<file path="src/sv/idmat_ram.sv">
// ----------------------------------------------------------------------------
// idmat_ram
// Generic simple dual-port RAM: one write port, one read port, registered read.
// ----------------------------------------------------------------------------
module idmat_ram #(
  parameter int WIDTH = 8,
  parameter int DEPTH = 16
) (
  input  logic                     clk,
  input  logic                     we,
  input  logic [$clog2(DEPTH)-1:0] waddr,
  input  logic [WIDTH-1:0]         wdata,
  input  logic [$clog2(DEPTH)-1:0] raddr,
  output logic [WIDTH-1:0]         rdata
);

  logic [WIDTH-1:0] mem [DEPTH];

  always_ff @(posedge clk) begin
    if (we) begin
      mem[waddr] <= wdata;
    end
    rdata <= mem[raddr];
  end

endmodule
</file>
<file path="config.mk">
export PLATFORM = sky130hd
export DESIGN_NAME = idmat_ram
export DESIGN_NICKNAME = d
export VERILOG_FILES = /design/src/sv/idmat_ram.sv
export SDC_FILE = /design/constraint.sdc
export NUM_CORES = 1
export LEC_CHECK = 0
export CAP_MARGIN = 20
export CORE_ASPECT_RATIO = 1.75
export CORE_MARGIN = 2
export CORE_UTILIZATION = 56
export CTS_BUF_LIST = sky130_fd_sc_hd__clkbuf_8 sky130_fd_sc_hd__clkbuf_16
export DETAILED_ROUTE_END_ITERATION = 10
export DONT_BUFFER_PORTS = 1
export GPL_TIMING_DRIVEN = 0
export PLACE_DENSITY = 0.75
export SYNTH_ARGS = -nofsm -noshare
export SYNTH_HDL_FRONTEND = slang
export SYNTH_SLANG_ARGS = --single-unit
</file>
<file path="constraint.sdc">
create_clock -name clk -period 1.9 [get_ports clk]
set_input_delay 0.38 -clock clk [delete_from_list [all_inputs] [get_ports clk]]
set_output_delay 0.38 -clock clk [all_outputs]
set_load 0.05 [all_outputs]
</file>
Word level (Yosys, flattened, before mapping) --
Memories as Yosys holds them, arrays and structs flattened. A register that Yosys moved wholly into a read port is not among the register bits. Index checks and enable logic that the tools add are counted.
Word-level totals: register bits after elaboration 0, RAM bits 128, input bits 18, output and inout port bits 8, word-level logic and storage cells 3, memories kept 1
Memories:
- mem | depth 16, width 8, read ports 1, clocked after Yosys merged registers in 1, write ports 1, RTL line 17 | logic [WIDTH-1:0] mem [DEPTH];
Cells by class: multiplexer cells 2
Operators with widths (number):
- two-way mux 1 bit | 2

Longest topological paths before layout --
Gate-level depths: netlist of run 1.
depth after elaboration 2, gate-level depth with buffers 5, mapped depth without buffers 3

Least setup slack after synthesis of run 1 --
No wires, ideal clock.
path type input port to flip-flop, start in waddr[2], end mem mem[0][0] (enable), setup time 0.383 ns, arrival time 1.490 ns, data required time 1.517 ns, path slack 0.027 ns, cell stages on the path 2, path buffers 0, cell sequence or3b_2 nor3_1
RTL lines:
- start: declaration | RTL line 11 | input logic [$clog2(DEPTH)-1:0] waddr,
- end: declaration | RTL line 17
No word-level cell before the write port.

Final worst setup path of run 1 --
start in waddr[2], end mem mem[1][5] (enable)
No word-level cell before the write port.

==> flow_summary_export.csv, run 1 <==
group,metric,value,unit
status,outcome,"completed",
global_routing,first_global_vias,2436,
placement,gp_congestion,0.854,
setup_path,critPathRequiredTime,1.94,ns
sta,slew_violations,0,
drt,drt_iter0_drc,230,
setup_path,endpoint_kind,"flip-flop",
cts,postCtsSetupRepairBufs,0,
placement,post-place-cells,353,
cts,cts_tree,"built",
setup_path,slowest_delay,0.63,ns
drt,drt-total-wl,9630,um
global_routing,grt_max_degree,17,
sta,setup_slack,0.416,ns
placement,port_buffers,0,
cts,post_cts_resize_count,0,
drt,vias,2363,
cts,numCtsBuffers,17,
floorplan,start_util,0.573,
floorplan,row_count,46,
setup_path,crit_type,"in -> reg",
floorplan,die_h,131,um
sta,fmax,674,MHz
logic_synthesis,avgSynthCellArea,22.5,um2
floorplan,ios,26,
setup_path,crit_fanout,8,
drt,drt_first_pass_iters,5,
sta,worstMarginPinSlew,0.795,ns
cts,h-tree-depth,4,
cells_and_area,drive_gt1_frac,0.242,
drt,drt-vias-per-instance,6.14,
pwr,powerDensity,1180,nW/um2
pwr,ir_drop,0.000866,V
cells_and_area,final.fill_count,580,
sta,setup_viol,0,
sta,period_needed,1.48,ns
sta,skew,0.00791,ns
global_routing,grt_use_total,0.214,
pwr,leakage,1.95,nW
cells_and_area,seq_area,4000,um2
cts,clock_sinks,136,
logic_synthesis,ys_warn_count,0,
global_routing,grt_pass1_wl,14500,um
setup_path,critical_path_buf_inv_count,0,
logic_synthesis,synth_top_area_frac,0.747,
floorplan,core_area,8980,um2
cts,path_clk_slew,0.06,ns
logic_synthesis,synth_flop_cell,"edfxtp_1",
min_path,hold_path.class,"in -> reg",
logic_synthesis,syn_nets,247,
global_routing,antenna_found_initial,0,
logic_synthesis,synth-seq-cells,136,
sta,hold_viol_final,0,
drt,drc,0,
pwr,power,6.98,mW
cells_and_area,nets,270,
cts,postCtsHoldBufs,0,
logic_synthesis,synth.cell_area,5150,um2
logic_synthesis,synth_area_leaders,"edfxtp_1, mux4_2, mux4_1",
drt,antenna_left,0,
cts,root_buffer,"clkbuf_16",
setup_path,cp.arrival,1.52,ns
logic_synthesis,netlist_instances,229,
cts,clock_latency,0.41,ns
cells_and_area,multi_input_area,1060,um2
setup_path,cp_top_family,"simple AND/OR/NAND/NOR gates",
setup_path,path_cells,"or3b_2, nor2_1",
floorplan,dieArea,10000,um2
run,drv_cap,0,
global_routing,overflow,0,
logic_synthesis,ys_top_cells_by_count,"edfxtp_1, mux4_2, a22oi_1, mux4_1, nor2_1",
logic_synthesis,yosysTopAreaCell,"edfxtp_1",
sta,hold-worst-slack,0.0590,ns
cells_and_area,synthToLayoutAreaGrowth,15.0,%
cts,clockBufferDepth,2,
sta,relSlewSlack,0.468,
setup_path,cp-start-kind,"primary input",
logic_synthesis,synth-edff-count,128,
logic_synthesis,synth.yosys.seq_area_share,0.778,
cells_and_area,num_antenna_cells,0,
sta,fin_tns_setup,0,ns
setup_path,cp_slowest_cell,"nor2_1",
placement,dp_hpwl,6210,um
logic_synthesis,synth.most_common_cell,"edfxtp_1",
logic_synthesis,ys_types,19,
floorplan,die_w,76.5,um
placement,place_ws,-0.0519,ns
sta,rsz0062_at_grt,"false",
logic_synthesis,synthArstFlopShare,0,
sta,finalCritPeriodShare,0.781,
drt,wl_per_cell,25.0,um
cells_and_area,layoutNonFillerInstCount,385,
-- logic make-up (layout without fill, tap and decap cells) --
| logic type | Yosys count | after routing | synth area share |
|---|---|---|---|
| mux | 32 | 32 | 0.150 |
| simple gates | 35 | 35 | 0.0318 |
| buf+inv | 10 | 46 | 0.0168 |
| compound gates | 16 | 16 | 0.0233 |
| flops | 136 | 136 | 0.778 |
-- layout by cell type, fill, tap and decap left out, drive strengths merged, types with 2 or more instances in the layout --
| master | count |
|---|---|
| a22oi | 16 |
| buf | 11 |
| bufinv | 3 |
| clkbuf | 17 |
| clkdlybuf4s25 | 3 |
| clkinv | 6 |
| clkinvlp | 3 |
| dfxtp | 8 |
| edfxtp | 128 |
| inv | 3 |
| mux4 | 32 |
| nand2 | 9 |
| nand2b | 2 |
| nand3b | 2 |
| nor2 | 13 |
| nor3 | 4 |
-- state kept, by name, indices dropped and copies added (netlist names) --
signal and flops:
mem 128, rdata 8
-- report_power, final --
part	total (mW)	internal [mW]	switching (mW)
registers	3.45	3.36	0.0890
logic	0.231	0.110	0.121
clock network	3.31	2.06	1.24
-- worst paths after layout --
| check | endpoint | cells after the start | slack, ns | start |
|---|---|---|---|---|
| worst max-delay path | mem[1][5]$_DFFE_PP_ | 2 | 0.42 | waddr[2] |
| worst max register to register | rdata[1]$_DFF_P_ | 3 | 0.47 | mem[1][1]$_DFFE_PP_ |
| worst min register to register | rdata[0]$_DFF_P_ | 3 | 0.69 | mem[12][0]$_DFFE_PP_ |
| worst min-delay path | mem[13][7]$_DFFE_PP_ | 0 | 0.06 | wdata[7] |
-- final cells by class --
cell class / count / share of cell area
multi-input cells: 83 / 0.179
clock inverters: 15 / 0.0296
flip-flops and latches: 136 / 0.676
clock buffers: 17 / 0.0719
well taps: 120 / 0.0254
repair buffers: 4 / 0.00380
plain buffers: 10 / 0.0146
-- layer usage --
metal	global-route usage	wire, um
met5	0	0
met2	0.360	5210
met3	0.0680	616
met4	0.116	351
met1	0.248	3450
-- metrics by stage --
step	utilization	cell area, um2
finish	0.659	5920
global route	0.659	5920
CTS	0.659	5920
detailed placement	0.593	5320
global placement	0.590	5300
floorplan	-	5150
Note: power is estimated with default switching activity, not from simulation.
==> run 2, diff against run 1 <==
CORE_UTILIZATION = 60   (was 56)
PLACE_DENSITY = 0.77   (was 0.75)
clock period = 1.44 ns   (was 1.9 ns; I/O delays follow)
==> run 2 against run 1 <==
Clock skew down 0.0034 ns. Setup slack lost 0.37 ns. Via count down 2.3%.
==> flow_summary_export.csv, run 2 (synthesis gave the netlist of run 1 again) <==
group,metric,value,unit
cts,clock_sinks,136,
setup_path,cp_slowest_cell,"mux4_1",
sta,skew,0.00447,ns
cts,clock_latency,0.41,ns
drt,antenna_left,0,
global_routing,grt_max_degree,17,
cells_and_area,final_cell_mix,"edfxtp_1, mux4_2, clkbuf_16",
cells_and_area,top_register,"mem",
min_path,hold_path.class,"in -> reg",
sta,slew_violations,0,
setup_path,critPathRequiredTime,1.73,ns
global_routing,first_global_vias,2392,
setup_path,crit_fanout,1,
cts,clockBufferDepth,2,
cts,path_clk_slew,0.05,ns
pwr,p_sw,1.74,mW
sta,fmax,719,MHz
floorplan,die_w,74.0,um
sta,setup_viol,0,
run,drv_cap,0,
setup_path,cp-start-kind,"flip-flop",
placement,gp_congestion,0.817,
pwr,p_sw_frac,0.207,
placement,dp_hpwl,6060,um
drt,vias,2308,
global_routing,overflow,0,
cts,numCtsBuffers,17,
setup_path,endpoint_kind,"flip-flop",
drt,drc,0,
sta,hold_viol_final,0,
drt,drt-total-wl,9460,um
pwr,power,8.44,mW
cells_and_area,nets,275,
pwr,sequentialPowerShare,0.539,
setup_path,cp.arrival,1.68,ns
cells_and_area,final_common_cell,"edfxtp_1",
floorplan,die_h,127,um
drt,drt_first_pass_iters,4,
cts,cts_tree,"built",
pwr,p_int,6.69,mW
global_routing,grt_use_total,0.230,
pwr,leakage,1.95,nW
floorplan,dieArea,9370,um2
drt,wl_per_cell,24.6,um
floorplan,core_area,8310,um2
setup_path,slowest_delay,0.58,ns
sta,relSlewSlack,0.458,
cells_and_area,drive_gt1_frac,0.220,
cts,root_buffer,"clkbuf_16",
drt,drt-vias-per-instance,6.01,
floorplan,ios,26,
drt,drt_iter0_drc,210,
sta,worstMarginPinSlew,0.808,ns
cts,h-tree-depth,4,
pwr,ir_drop,0.00107,V
placement,post-place-cells,345,
sta,period_needed,1.39,ns
cells_and_area,largest_register_ff_count,128,
sta,hold-worst-slack,0.154,ns
sta,finalCritPeriodShare,0.966,
global_routing,grt_pass1_wl,14200,um
pwr,p_comb_frac,0.045,
setup_path,crit_type,"reg -> reg",
cells_and_area,final.fill_count,484,
placement,port_buffers,0,
floorplan,start_util,0.619,
pwr,p_clk_frac,0.416,
pwr,powerDensity,1430,nW/um2
setup_path,path_cells,"mux4_1, a22oi_2, nand2_1",
global_routing,antenna_found_initial,1,
cells_and_area,layoutNonFillerInstCount,384,
floorplan,row_count,44,
cells_and_area,reg_top3,"mem (128), rdata (8)",
status,outcome,"completed",
cells_and_area,synthToLayoutAreaGrowth,14.4,%
[run 2: cell type report]
cell class / instances / area [um2] / area share
clock buffer: 17 / 425 / 0.0722
clock inverter: 13 / 55.1 / 0.00935
sequential: 136 / 4000 / 0.680
buffer: 10 / 86.3 / 0.0147
antenna: 1 / 2.50 / 0.000425
multi-input combinational: 83 / 1080 / 0.184
tap: 115 / 144 / 0.0244
timing repair buffer: 9 / 87.6 / 0.0149
[run 2: repair_timing]
item / CTS / global route
resized for setup: 0 / 4
endpoints found under the setup margin: 0 / 4
hold buffers: 8 / 0
endpoints found under the hold margin: 128 / 0
buffers inserted: 0 / 0
[run 2: final timing paths]
check,slack (ns),start,depth (start not counted),end
max reg2reg,0.05,mem[2][3]$_DFFE_PP_,3,rdata[3]$_DFF_P_
min reg2reg,0.69,mem[14][1]$_DFFE_PP_,3,rdata[1]$_DFF_P_
min,0.15,waddr[0],1,mem[4][7]$_DFFE_PP_
max,0.05,mem[2][3]$_DFFE_PP_,3,rdata[3]$_DFF_P_
[run 2: critical path: cells and delay by family, from the launching register on]
| family | cells | cell delay (ns) |
|---|---|---|
| AOI/OAI and AO/OA | 1 | 0.25 |
| and+or+nand+nor | 1 | 0.08 |
| DFF | 1 | 0.36 |
| muxes | 1 | 0.58 |
[run 2: power by group through the flow]
stage / Combinational (mW) / Sequential (mW) / Clock, mW
after CTS: 0.376 / 4.55 / 3.56
after global placement: 0.299 / 4.62 / 0
after detailed placement: 0.304 / 4.63 / 0
after floorplan: 0.226 / 4.62 / 0
final: 0.378 / 4.55 / 3.51
after global routing: 0.403 / 4.56 / 3.75
[run 2: stage by stage]
stage	worst slack (ns)	TNS, ns	util	instance area [um2]
2_1_floorplan	-0.114	-3.52	-	5160
3_3_place_gp	-0.410	-24.43	0.638	5310
3_5_place_dp	-0.399	-22.75	0.639	5310
4_1_cts	0.00525	0	0.707	5870
5_1_grt	-0.0000658	-0.0000658	0.708	5890
6_report	0.0491	0	0.708	5890
[run 2: routing by layer]
layer / vias up / global-route usage / wire [um]
met3: 16 / 0.0731 / 603
met5: - / 0 / 0
met4: 0 / 0.109 / 214
met1: 1163 / 0.285 / 3520
met2: 100 / 0.366 / 5130
li1: 1029 / - / -
==> run 3, diff against run 2 <==
REMOVE_ABC_BUFFERS = 1   (was default)
==> run 3 against run 2 <==
Hold slack worse by 0.026 ns. Maximum frequency down 0.60%. Combinational power down 22%. Largest cell class unchanged.
==> flow_summary_export.csv, run 3 (synthesis gave the netlist of run 1 again) <==
group,metric,value,unit
setup_path,reg2reg_slack,0.04,ns
global_routing,grt_use_total,0.222,
cts,numCtsBuffers,17,
floorplan,row_count,44,
cells_and_area,final_cell_mix,"edfxtp_1, mux4_2, clkbuf_16",
setup_path,critPathRequiredTime,1.72,ns
floorplan,die_w,74.0,um
setup_path,slowest_delay,0.56,ns
drt,drt_first_pass_iters,4,
drt,drt-total-wl,9170,um
run,drv_cap,0,
setup_path,crit_fanout,1,
sta,fmax,715,MHz
cts,clockBufferDepth,2,
pwr,powerDensity,1520,nW/um2
setup_path,rr_startpoint,"mem[1][1]$_DFFE_PP_",
global_routing,grt_max_degree,33,
cells_and_area,multi_input_area,1080,um2
cts,root_buffer,"clkbuf_16",
cells_and_area,largest_register_ff_count,128,
floorplan,ios,26,
cells_and_area,nets,268,
sta,hold_viol_final,0,
cts,cts_tree,"built",
sta,period_needed,1.40,ns
floorplan,dieArea,9370,um2
global_routing,overflow,0,
floorplan,start_util,0.619,
cells_and_area,final.fill_count,477,
cts,h-tree-depth,4,
sta,finalCritPeriodShare,0.972,
cts,path_clk_slew,0.06,ns
drt,antenna_left,0,
placement,dp_hpwl,5580,um
min_path,min_path_cells,1,
sta,relSlewSlack,0.332,
setup_path,crit_end,"rdata[1]$_DFF_P_",
pwr,p_sw,1.74,mW
cells_and_area,num_antenna_cells,0,
global_routing,antenna_found_initial,0,
sta,skew,0.00847,ns
setup_path,reg2reg_depth,3,
pwr,p_int,7.23,mW
cells_and_area,seq_area,4000,um2
floorplan,die_h,127,um
drt,drt_iter0_drc,150,
drt,drc,0,
pwr,p_comb_frac,0.033,
pwr,p_clk_frac,0.460,
sta,worstMarginPinSlew,0.998,ns
cts,clock_sinks,136,
setup_path,crit_type,"reg -> reg",
pwr,sequentialPowerShare,0.507,
setup_path,path_cells,"mux4_1, a22oi_1, nand2_1",
setup_path,cp-start-kind,"flip-flop",
pwr,power,8.98,mW
drt,wl_per_cell,24.3,um
placement,port_buffers,0,
sta,slew_violations,0,
setup_path,endpoint_kind,"flip-flop",
sta,setup_viol,0,
global_routing,first_global_vias,2454,
floorplan,core_area,8310,um2
setup_path,cp.arrival,1.68,ns
cells_and_area,final_common_cell,"edfxtp_1",
setup_path,reg2reg_to,"rdata[1]$_DFF_P_",
global_routing,grt_pass1_wl,13900,um
cells_and_area,synthToLayoutAreaGrowth,14.8,%
cells_and_area,drive_gt1_frac,0.205,
cts,postCtsSetupRepairBufs,0,
min_path,hold_path.class,"in -> reg",
cts,clock_latency,0.41,ns
setup_path,cp_slowest_cell,"mux4_1",
placement,gp_congestion,0.750,
cells_and_area,top_register,"mem",
pwr,leakage,1.95,nW
status,outcome,"completed",
min_path,min_from,"waddr[0]",
drt,drt-vias-per-instance,6.08,
cells_and_area,reg_top3,"mem (128), rdata (8)",
setup_path,crit_start,"mem[1][1]$_DFFE_PP_",
pwr,ir_drop,0.00101,V
drt,vias,2298,
pwr,p_sw_frac,0.194,
sta,rsz0062_at_grt,"false",
sta,hold-worst-slack,0.128,ns
[run 3: cell types whose count changed in the layout (fill, tap and decap cells not counted), moves of 3 or more]
cell,delta
buf_2,-3
nor2_2,+3
bufinv_16,+3
nor2_1,-3
clkdlybuf4s25_2,-3
buf_6,-3
inv_1,-3
[run 3: metal layers]
metal	vias up	track usage	part of all wire	wire (um)
li1	1020	-	-	-
met2	77	0.357	0.55	5030
met3	6	0.0739	0.058	535
met5	-	0	0	0
met1	1195	0.278	0.38	3520
met4	0	0.0888	0.0097	89
[run 3: power by group through the flow]
stage,combinational (mW),clock (mW),sequential (mW)
final,0.296,4.13,4.55
after global routing,0.318,4.38,4.56
after CTS,0.297,4.19,4.55
after detailed placement,0.229,0,4.63
after global placement,0.225,0,4.63
after floorplan,0.177,0,4.62
[run 3: worst min-delay path by stage]
| stage | to | slack (ns) |
|---|---|---|
| 2_1_floorplan | mem[0][0]$_DFFE_PP_ | 0.39 |
| 3_3_place_gp | mem[6][6]$_DFFE_PP_ | 0.39 |
| 3_5_place_dp | mem[14][6]$_DFFE_PP_ | 0.39 |
| 4_1_cts | mem[0][7]$_DFFE_PP_ | 0.12 |
| 5_1_grt | mem[8][5]$_DFFE_PP_ | 0.11 |
| 6_report | mem[8][5]$_DFFE_PP_ | 0.13 |
[run 3: through the flow]
| stage | cell area (um2) | setup WS [ns] | utilization | TNS, ns | cells |
|---|---|---|---|---|---|
| after floorplan | 5060 | -0.341 | - | -5.78 | 219 |
| after global placement | 5200 | -0.888 | 0.626 | -38.99 | 334 |
| after detailed placement | 5240 | -0.664 | 0.630 | -29.28 | 338 |
| after CTS | 5890 | 0.0116 | 0.709 | 0 | 378 |
| after global routing | 5910 | 0.000281 | 0.711 | 0 | 378 |
| final | 5910 | 0.0408 | 0.711 | 0 | 378 |
[run 3: cell type report]
type,count,area share
timing repair buffer,12,0.0186
clock inverter,15,0.0246
multi-input combinational,83,0.183
tap,115,0.0244
clock buffer,17,0.0720
sequential,136,0.678
[run 3: critical path: cells and delay by family (launching register included)]
family | cells | cell delay (ns)
flip-flops | 1 | 0.35
multiplexers | 1 | 0.56
AND/OR/NAND/NOR | 1 | 0.09
AO/OA/AOI/OAI | 1 | 0.27
[run 3: what timing repair did]
item | in CTS | in global routing
resized for setup | 1 | 5
hold buffers | 8 | 0
setup endpoints to repair | 8 | 18
endpoints found under the hold margin | 128 | 0
